--- config.mk ---
export PLATFORM = sky130hd
export DESIGN_NAME = prns_div
export DESIGN_NICKNAME = d
export VERILOG_FILES = /design/src/hw/rtl/prns_pkg.sv /design/src/hw/rtl/prns_div.sv
export SDC_FILE = /design/constraint.sdc
export NUM_CORES = 1
export LEC_CHECK = 0
export BUFFER_PORTS_ARGS = -buffer_cell sky130_fd_sc_hd__buf_2
export CAP_MARGIN = 10
export CORE_MARGIN = 3
export CORE_UTILIZATION = 30
export DETAILED_ROUTE_END_ITERATION = 7
export PLACE_DENSITY_LB_ADDON = 0.12
export SYNTH_ARGS = -nofsm -noshare
export SYNTH_HDL_FRONTEND = slang
export SYNTH_SLANG_ARGS = --single-unit
--- constraint.sdc ---
create_clock -name clk -period 3 [get_ports clk]
set_input_delay 0.15 -clock clk [delete_from_list [all_inputs] [get_ports clk]]
set_output_delay 0.15 -clock clk [all_outputs]
set_load 0.1 [all_outputs]
--- src/hw/rtl/prns_pkg.sv ---
// Package: types, constants and the colour remap function of the scaler.
`default_nettype none
package prns_pkg;

  // store geometry
  localparam int SRC_DEPTH     = 65536;
  localparam int SRC_AW        = $clog2(SRC_DEPTH);
  localparam int PAL_DEPTH     = 256;
  localparam int PAL_AW        = $clog2(PAL_DEPTH);

  // colour ranges
  localparam logic [7:0] TOP_START    = 8'd16;
  localparam logic [7:0] BOTTOM_START = 8'd96;
  localparam logic [3:0] COLOR_CLAMP  = 4'd13;
  localparam logic [7:0] REVERSE_AT   = 8'd128;
  localparam logic [7:0] RANGE_LEN    = 8'd16;
  localparam logic [7:0] RANGE_LAST   = 8'd15;

  // output size limits
  localparam logic [9:0] OUT_MAX_WIDTH  = 10'd512;
  localparam logic [8:0] OUT_MAX_HEIGHT = 9'd256;

  // shared divider: 26-bit dividend (src_width << 16 or y*src_height), 10-bit divisor
  localparam int DIV_NW = 26;
  localparam int DIV_DW = 10;
  localparam int DIV_CW = $clog2(DIV_NW + 1);

  // request kinds carried in tuser
  typedef logic [1:0] func_t;
  localparam func_t FUNC_LOAD_TEX = 2'd0;
  localparam func_t FUNC_LOAD_PAL = 2'd1;
  localparam func_t FUNC_FETCH    = 2'd2;

  // configuration register indexes
  typedef logic [2:0] cfg_idx_t;
  localparam cfg_idx_t CFG_TOP_COLOR    = 3'd0;
  localparam cfg_idx_t CFG_BOTTOM_COLOR = 3'd1;
  localparam cfg_idx_t CFG_SRC_WIDTH    = 3'd2;
  localparam cfg_idx_t CFG_SRC_HEIGHT   = 3'd3;
  localparam cfg_idx_t CFG_ROW_PITCH    = 3'd4;
  localparam cfg_idx_t CFG_OUT_WIDTH    = 3'd5;
  localparam cfg_idx_t CFG_OUT_HEIGHT   = 3'd6;
  localparam cfg_idx_t CFG_INDEX_MODE   = 3'd7;

  function automatic logic [7:0] range_base(input logic [3:0] c);
    logic [3:0] cc;
    cc = (c > COLOR_CLAMP) ? COLOR_CLAMP : c;
    return {cc, 4'b0000};
  endfunction

  // A texel in either range maps to min(colour,13)*16 plus offset, reversed in the
  // upper half; bottom range is tested last so it wins on overlap.
  function automatic logic [7:0] remap(input logic [7:0] t, input logic [3:0] top_c,
                                       input logic [3:0] bot_c);
    logic [7:0] tb;
    logic [7:0] bb;
    logic [7:0] ot;
    logic [7:0] ob;
    logic [7:0] v;
    tb = range_base(top_c);
    bb = range_base(bot_c);
    ot = t - TOP_START;
    ob = t - BOTTOM_START;
    v  = t;
    if (ot < RANGE_LEN) begin
      v = (tb < REVERSE_AT) ? tb + ot : tb + RANGE_LAST - ot;
    end
    if (ob < RANGE_LEN) begin
      v = (bb < REVERSE_AT) ? bb + ob : bb + RANGE_LAST - ob;
    end
    return v;
  endfunction

endpackage
`default_nettype wire

--- src/hw/rtl/prns_div.sv ---
// Restoring divider, one quotient bit per cycle, shared by the row and step divides.
`default_nettype none
module prns_div (
  input  wire logic                        clk,
  input  wire logic                        rst_n,
  input  wire logic                        start,
  input  wire logic [prns_pkg::DIV_NW-1:0] dividend,
  input  wire logic [prns_pkg::DIV_DW-1:0] divisor,
  output logic                             done,
  output logic [prns_pkg::DIV_NW-1:0]      quotient
);

  logic                        run_r;
  logic                        done_r;
  logic [prns_pkg::DIV_CW-1:0] cnt_r;
  logic [prns_pkg::DIV_NW-1:0] quo_r;
  logic [prns_pkg::DIV_NW-1:0] quo_nxt;
  logic [prns_pkg::DIV_DW-1:0] rem_r;
  logic [prns_pkg::DIV_DW-1:0] rem_nxt;
  logic [prns_pkg::DIV_DW-1:0] den_r;
  logic [prns_pkg::DIV_DW:0]   rem_sh;
  logic [prns_pkg::DIV_DW:0]   rem_sub;
  logic                        ge;

  always_comb begin
    rem_sh  = {rem_r, quo_r[prns_pkg::DIV_NW-1]};
    rem_sub = rem_sh - {1'b0, den_r};
    ge      = rem_sh >= {1'b0, den_r};
    rem_nxt = ge ? rem_sub[prns_pkg::DIV_DW-1:0] : rem_sh[prns_pkg::DIV_DW-1:0];
    quo_nxt = {quo_r[prns_pkg::DIV_NW-2:0], ge};
  end

  always_ff @(posedge clk) begin
    if (!rst_n) begin
      run_r  <= 1'b0;
      done_r <= 1'b0;
    end else begin
      done_r <= 1'b0;
      if (start) begin
        run_r <= 1'b1;
        cnt_r <= '0;
        quo_r <= dividend;
        rem_r <= '0;
        den_r <= divisor;
      end else if (run_r) begin
        rem_r <= rem_nxt;
        quo_r <= quo_nxt;
        cnt_r <= cnt_r + 1'b1;
        if (cnt_r == prns_pkg::DIV_CW'(prns_pkg::DIV_NW - 1)) begin
          run_r  <= 1'b0;
          done_r <= 1'b1;
        end
      end
    end
  end

  assign done     = done_r;
  assign quotient = quo_r;

endmodule
`default_nettype wire

Yosys cells after proc, flatten, opt, wreduce, memory -nomap -nowiden

Index checks and enable logic that the tools add are counted.

Input bits: 39
Output and inout bits: 27
Bits in registers: 53

Reductions and logical operators: 4
Order comparisons: 1
Add/subtract/negate cells: 2
Muxes and demuxes: 9
Eq/ne operators: 1
Bitwise gates (word level): 2

Operator list:

| kind                | number |
|---|---|
| $mux 26             | 2 |
| $mux 10             | 2 |
| $ge 11x10->1        | 1 |
| $sub 10x10->10      | 1 |
| $add 5x1->5 const B | 1 |
| $eq 5x5->1 const B  | 1 |
| $mux 5              | 1 |
| $mux 1              | 4 |
| $reduce_and 2->1    | 2 |
| $reduce_or 3->1     | 1 |
| $not 1->1           | 2 |
| $reduce_bool 2->1   | 1 |

Logic depth before layout (Yosys ltp)

Gate-level depths: netlist (run 1).

Word-level depth: 4
Gate-level depth with buffers: 9

Least setup slack after synthesis (run 1)

OpenSTA, ideal clock, no wires.

Path kind: register -> register
Start point: register quo_r, in the netlist quotient[25]
End point: register rem_r[0] in the netlist's numbering, data pin
Path slack: 164 ps
Data arrival time: 2576 ps
Period minus slack after synthesis: 2836 ps
Cell stages (with the launch flop): 8
Setup time: 260 ps
Path buffers: 0
Cell sequence: edfxtp_1 > inv_1 > ha_1 > nand4_1 > o211ai_1 > a311o_2 > a21oi_4 > mux2_4

Longest elaborated chain between the ends: 3

Ends and longest elaborated chain:

| element                                        | line                           | text |
|---|---|---|
| start, declared                                | prns_div.sv:16                 | `logic [prns_pkg::DIV_NW-1:0] quo_r;` |
| start signal, assigned                         | prns_div.sv:42                 | `quo_r <= dividend;` |
| start signal, assigned                         | prns_div.sv:47                 | `quo_r <= quo_nxt;` |
| $sub 10x10->10 or $ge 11x10->1 (tied branches) | prns_div.sv:27, prns_div.sv:28 |  |
| $mux 10 *                                      | prns_div.sv:29                 | `rem_nxt = ge ? rem_sub[prns_pkg::DIV_DW-1:0] : rem_sh[prns_pkg::DIV_DW-1:0];` |
| $mux 10 *                                      | prns_div.sv:45                 | `end else if (run_r) begin` |
| end signal, assigned                           | prns_div.sv:46                 | `rem_r <= rem_nxt;` |
| end, declared                                  | prns_div.sv:18                 | `logic [prns_pkg::DIV_DW-1:0] rem_r;` |

Mark *: on every way between the ends. The rest lies on a longest branch, timed or not. The select of a mux whose other input is x is not followed.
A chain may end at the register's enable or synchronous reset.

Worst setup path after layout (run 1)

Start point: register quo_r, in the netlist quotient[25]
End point: register rem_r[6] in the netlist's numbering, data pin

Same word-level chain as after synthesis.

==> results.ini, run 1 <==
[timing]
maxSlewHeadroom_pct=62.54
skew_ns=0.01243
period_needed_ns=2.460
worstMarginPinSlew_ns=0.5619
slew_viol_final=0
setup-tns-final_ns=0
max_freq_ghz=0.4066
setup_viol=0
hold_viol_final=0
setup_ws_ns=0.5404
rsz0062_at_grt=no
fin_crit_sh_pct=81.99

[run_status]
outcome=finished, final reports clean

[place]
dp_worst_setup_slack_ns=0.5503
place_congestion=0.8423
io_buffers=65
dp_hpwl_mm=4.275
post-place-cells=379

[routing]
wire_per_inst_um=15.17
drt-initial-drc-count=109
viasPerCell=4.879
antenna_left=0
dr.pass1.iters=5
vias=1903
drcViolationCount=0
drt-total-wl_mm=5.918

[logic_synthesis]
seq_area_frac_synth_pct=56.60
synth_area_per_cell_um2=13.16
synthFlopType=edfxtp_1
ys.warnings.count=0
netlist_area_um2=2776
synth_nets=263
synth_seq_cells=53
synth_enable_flop_cells=51
synth_cell_types=43
syn_inst=211
async_flop_share_pct=0

[die]
die_w_um=102.2
die_y_um=102.2
ioPinCount=66
core_um2=8848
std_cell_rows=34
initial_utilization_pct=31.38
dieArea_um2=10440

[cts]
cts_tree=done
insertion_delay_ns=0.31
numCtsBuffers=5
path_clk_slew_ns=0.11
post-cts-setup-buffers=0
cts-root-buf=clkbuf_8
clk_path_buf_depth=2
cts.sinks=53
htreeDepth=2

[hold_path]
holdCritPathClass=input port to flip-flop
hold_start=divisor[9]
min_to=den_r[9]
hold_depth=1

[critical_path]
required_ns=3.16
reg2reg_to=rem_r[6]
setup.worst_path.start_class=flip-flop
r2r-start=quotient[25]
rrSetupSlack_ns=0.54
endpoint_kind=flip-flop
cp.arrival_ns=2.62
worstPathMaxFanout=4
worstSetupPathType=flip-flop to flip-flop
r2r_cells=9

[finish]
antenna_cells=0
drive_gt1_share_pct=38.65
final_cells=390
layout.nets=333
area_delta_synth_final_pct=21.72

[job]
cap_violations=0

[power]
powerDensity_nw_per_um2=576.7
max-vdd-ir-drop_uv=213.7
total_leakage_power_nw=1.346

[grt]
grt_pass1_wl_mm=9.749
track_usage_pct=12.16
grt_max_degree=31
grt_pass1_vias=1928
gr-total-overflow=0
antenna_found_initial=0

## report_power, final
part | leakage (nW) | internal [mW] | switching (mW)
registers | 0.504 | 0.882 | 0.0255
clock network | 0.0585 | 0.251 | 0.254
logic | 0.784 | 0.177 | 0.360
## metrics by stage
step	total power, mW	area (um^2)	util (%)	hold slack, ns
floorplan	1.346	2776	-	0.2489
global placement	1.463	3237	36.58	0.3288
detailed placement	1.463	3237	36.58	0.3291
CTS	1.973	3359	37.97	0.001911
global route	2.049	3379	38.19	0.001180
finish	1.949	3379	38.19	0.01707
## critical path, stage by stage, from the launching register on
cell and delay, ns:
edfxtp_1 0.40, inv_1 0.10, ha_1 0.18, inv_1 0.06, fa_1 0.43, a211oi_1 0.25, nor2_1 0.14, or4_1 0.41
a41o_1 0.21, mux2i_1 0.13
## layer usage
| metal | share of wire, % | wire, um | track usage [%] | up-vias |
|---|---|---|---|---|
| met1 | 46 | 2711 | 16.24 | 914 |
| met2 | 49 | 2895 | 19.94 | 39 |
| met4 | 1.5 | 87 | 3.734 | 0 |
| li1 | - | - | - | 943 |
| met5 | 0 | 0 | 0 | - |
| met3 | 3.8 | 222 | 2.457 | 7 |
## cells in the mapped netlist (2+ instances only)
master | n | share of area (%)
nand4b_1 | 2 | 0.63
o21ai_0 | 7 | 1.3
o211ai_1 | 2 | 0.54
mux2_2 | 26 | 11
xnor2_1 | 2 | 0.63
nand2_1 | 10 | 1.4
nor2b_1 | 2 | 0.45
nand2b_1 | 2 | 0.45
dfxtp_1 | 2 | 1.4
ha_1 | 12 | 5.4
clkbuf_1 | 5 | 0.68
mux2i_1 | 4 | 1.4
nor2_1 | 11 | 1.5
a211oi_1 | 9 | 2.4
inv_1 | 15 | 2.0
xor2_1 | 4 | 1.3
o21a_1 | 4 | 1.1
and2_1 | 2 | 0.45
nor3_1 | 5 | 0.90
edfxtp_1 | 51 | 55
buf_2 | 2 | 0.36
mux2_4 | 2 | 1.1
a21oi_1 | 4 | 0.72
a21o_1 | 2 | 0.54
a21oi_2 | 2 | 0.63
nand3_1 | 5 | 0.90
## worst max path at each step
| stage | cells past startpoint | startpoint | slack, ns | end |
|---|---|---|---|---|
| after floorplan | 7 | quotient[25] | 0.16 | rem_r[0] |
| after global placement | 9 | quotient[25] | 0.60 | rem_r[6] |
| after detailed placement | 6 | rem_r[5] | 0.55 | rem_r[4] |
| after CTS | 9 | quotient[25] | 0.52 | rem_r[6] |
| after global routing | 9 | quotient[25] | 0.36 | rem_r[6] |
| final | 9 | quotient[25] | 0.54 | rem_r[6] |
## timing repair
item                      CTS  global route
hold endpoints to repair    1             2
hold buffers                1             2
resized for setup           0             0
## logic make-up (layout without fill, tap and decap cells)
family | Yosys count | in the layout | synth area share (%)
AND/OR/NAND/NOR | 43 | 43 | 8.067
buffers and inverters | 22 | 93 | 3.064
flip-flops | 53 | 53 | 56.60
multiplexers | 32 | 32 | 13.07
adder cells (fa/ha/maj) | 13 | 13 | 6.129
XOR/XNOR | 6 | 6 | 1.893
AO/OA/AOI/OAI | 42 | 42 | 11.18
## sequential cells by signal, indices dropped and copies added, names as in the netlist
register	count
cnt_r	5
rem_r	10
done	1
den_r	10
run_r	1
quotient	26
## cells in the final DEF, fill, tap and decap left out, types with 7 or more instances in the layout
cell type / n
buf_2: 65
edfxtp_1: 51
mux2_2: 26
inv_1: 15
ha_1: 12
nor2_1: 11
nand2_1: 10
a211oi_1: 9
o21ai_0: 7
## area by class of cell
| type | count | area (um^2) |
|---|---|---|
| Clock inverter | 3 | 43.79 |
| Multi-Input combinational cell | 136 | 1121 |
| Fill cell | 886 | 5469 |
| Inverter | 15 | 56.30 |
| Tap cell | 108 | 135.1 |
| Sequential cell | 53 | 1572 |
| Clock buffer | 5 | 68.82 |
| Timing Repair Buffer | 70 | 382.9 |
Note: power is estimated with default switching activity, not from simulation.
==> run 2, diff against run 1 <==
==> constraint.sdc (replaced) <==
create_clock -name clk -period 2.1 [get_ports clk]
set_input_delay 0.105 -clock clk [delete_from_list [all_inputs] [get_ports clk]]
set_output_delay 0.105 -clock clk [all_outputs]
set_load 0.1 [all_outputs]
==> run 2 against run 1 <==
Clock-buffer cell count stayed put; power is 52% higher; fmax rose by 12%; register-to-register slack lost 0.63 ns; clock power up 21%; sequential power increased by 43%; largest cell class unchanged; the run now ends with negative setup slack left; clock skew shrank 0.0018 ns; die area did not move; wire length increased by 9.7%.
==> results.ini, run 2 (same netlist as run 1, synthesis figures left out) <==
[run_status]
outcome=finished, violations left  ; was finished, final reports clean
violations=negative setup slack

[cts]
clk_path_buf_depth=2  ; unchanged
numCtsBuffers=5  ; unchanged
path_clk_slew_ns=0.11  ; about the same
cts.sinks=53  ; unchanged
cts-root-buf=clkbuf_8  ; unchanged
insertion_delay_ns=0.32  ; was 0.31 ns
cts_tree=done  ; unchanged
htreeDepth=2  ; unchanged

[grt]
gr-total-overflow=0  ; unchanged
antenna_found_initial=0  ; unchanged
grt_max_degree=35  ; was 31
grt_pass1_wl_mm=10.73  ; was 9.749 mm
track_usage_pct=13.09  ; was 12.16%
grt_pass1_vias=2229  ; was 1928

[place]
dp_hpwl_mm=4.724  ; was 4.275 mm
io_buffers=65  ; unchanged
placed_cell_area_um2=3541  ; was 3237 um^2
place_congestion=0.8285  ; was 0.8423

[timing]
slew_viol_final=0  ; unchanged
timing.hold.ws_ns=0.03059  ; was 0.01707 ns
max_freq_ghz=0.4562  ; was 0.4066 GHz
setup_ws_ns=-0.09195  ; was 0.5404 ns
maxSlewHeadroom_pct=67.24  ; was 62.54%
period_needed_ns=2.192  ; was 2.460 ns
setup_viol=7  ; was 0
fin_crit_sh_pct=104.4  ; was 81.99%
hold_viol_final=0  ; unchanged
rsz0062_at_grt=yes  ; was no
setup-tns-final_ns=-0.3158  ; was 0 ns
skew_ns=0.01060  ; was 0.01243 ns
worstMarginPinSlew_ns=0.4948  ; was 0.5619 ns

[critical_path]
required_ns=2.17  ; was 3.16 ns
crit_start=rem_r[7]  ; was quotient[25]
cp.arrival_ns=2.26  ; was 2.62 ns
worstPathMaxFanout=4  ; unchanged
endpoint_kind=flip-flop  ; unchanged
setup.worst_path.start_class=flip-flop  ; unchanged
worstSetupPathType=flip-flop to flip-flop  ; unchanged
r2r-start=rem_r[7]  ; was quotient[25]

[power]
powerDensity_nw_per_um2=745.2  ; was 576.7 nW/um^2
total_leakage_power_nw=1.598  ; was 1.346 nW
power_mw=2.962  ; was 1.949 mW
max-vdd-ir-drop_uv=332.8  ; was 213.7 uV

[finish]
multi_input_area_um2=1316  ; was 1121 um^2
seqCellArea_um2=1572  ; unchanged
largest_register_ffs=26  ; unchanged
final_core_utilization_pct=44.92  ; was 38.19%
area_delta_synth_final_pct=43.17  ; was 21.72%
antenna_cells=0  ; unchanged
fin_area_um2=3975  ; was 3379 um^2
mostFrequentLayoutCells=buf_2, edfxtp_1, buf_4, mux2_2  ; was buf_2, edfxtp_1, mux2_2, inv_1, ha_1
layout.nets=383  ; was 333
layout_commonest_cell=buf_2  ; unchanged
drive_gt1_share_pct=53.61  ; was 38.65%
fillers=852  ; was 886

[routing]
vias=2106  ; was 1903
dr.pass1.iters=4  ; was 5
wire_per_inst_um=14.76  ; was 15.17 um
drt-initial-drc-count=103  ; was 109
antenna_left=0  ; unchanged
viasPerCell=4.786  ; was 4.879
drcViolationCount=0  ; unchanged
drt-total-wl_mm=6.494  ; was 5.918 mm

[hold_path]
hold_start=rst_n  ; was divisor[9]
holdCritPathClass=input port to flip-flop  ; unchanged

[die]
initial_utilization_pct=31.38  ; unchanged
die_y_um=102.2  ; unchanged
std_cell_rows=34  ; unchanged
ioPinCount=66  ; unchanged
core_um2=8848  ; unchanged
dieArea_um2=10440  ; unchanged
die_w_um=102.2  ; unchanged

[job]
cap_violations=0  ; unchanged

-- run 2: critical path, cell delays in order (launching register included) --
cell and delay, ns:
edfxtp_1 0.44, ha_4 0.26, a21oi_4 0.15, o211ai_1 0.11, a311o_2 0.42, a21oi_4 0.24
mux2_4 0.32
-- run 2: stage by stage --
step / setup slack (ns) / std cells
floorplan: -0.5670 / 211
global placement: -0.1446 / 417
detailed placement: -0.1578 / 417
CTS: -0.09872 / 437
global route: -0.2302 / 440
finish: -0.09195 / 440
-- run 2: final cells by class --
cell class	instances	share of cell area, %
clock buffer	5	1.731
inverter	15	1.416
timing repair buffer	120	20.27
clock inverter	3	0.5351
multi-input combinational	136	33.11
sequential	53	39.53
tap	108	3.399
-- run 2: power breakdown --
part / total, mW / leakage [nW] / switching (mW) / internal, mW
Combinational: 1.05 / 1.05 / 0.598 / 0.451
Sequential: 1.30 / 0.504 / 0.0434 / 1.26
Clock: 0.609 / 0.0462 / 0.371 / 0.238
-- run 2: metal layers --
metal  track usage [%]  part of all wire [%]  wire length, um  vias up
met4             3.935                   1.2               79        0
li1                  -                     -                -     1042
met3             2.526                   4.3              281        7
met2             20.09                    45             2952       55
met1             18.77                    49             3181     1002
met5                 0                     0                0        -
-- run 2: what timing repair did --
item,4_1_cts,5_1_grt
buffers inserted,2,4
resized for setup,20,17
hold buffers,10,0
endpoints found under the hold margin,10,0
pin swaps,14,12
endpoints found under the setup margin,11,11
-- run 2: path summary, 6_finish.rpt --
kind	endpoint	slack [ns]	cells after the start
worst max-delay path	rem_r[0]	-0.09	6
worst min-delay path	done	0.03	3
worst max register to register	rem_r[0]	-0.09	6
worst min register to register	done	0.45	2
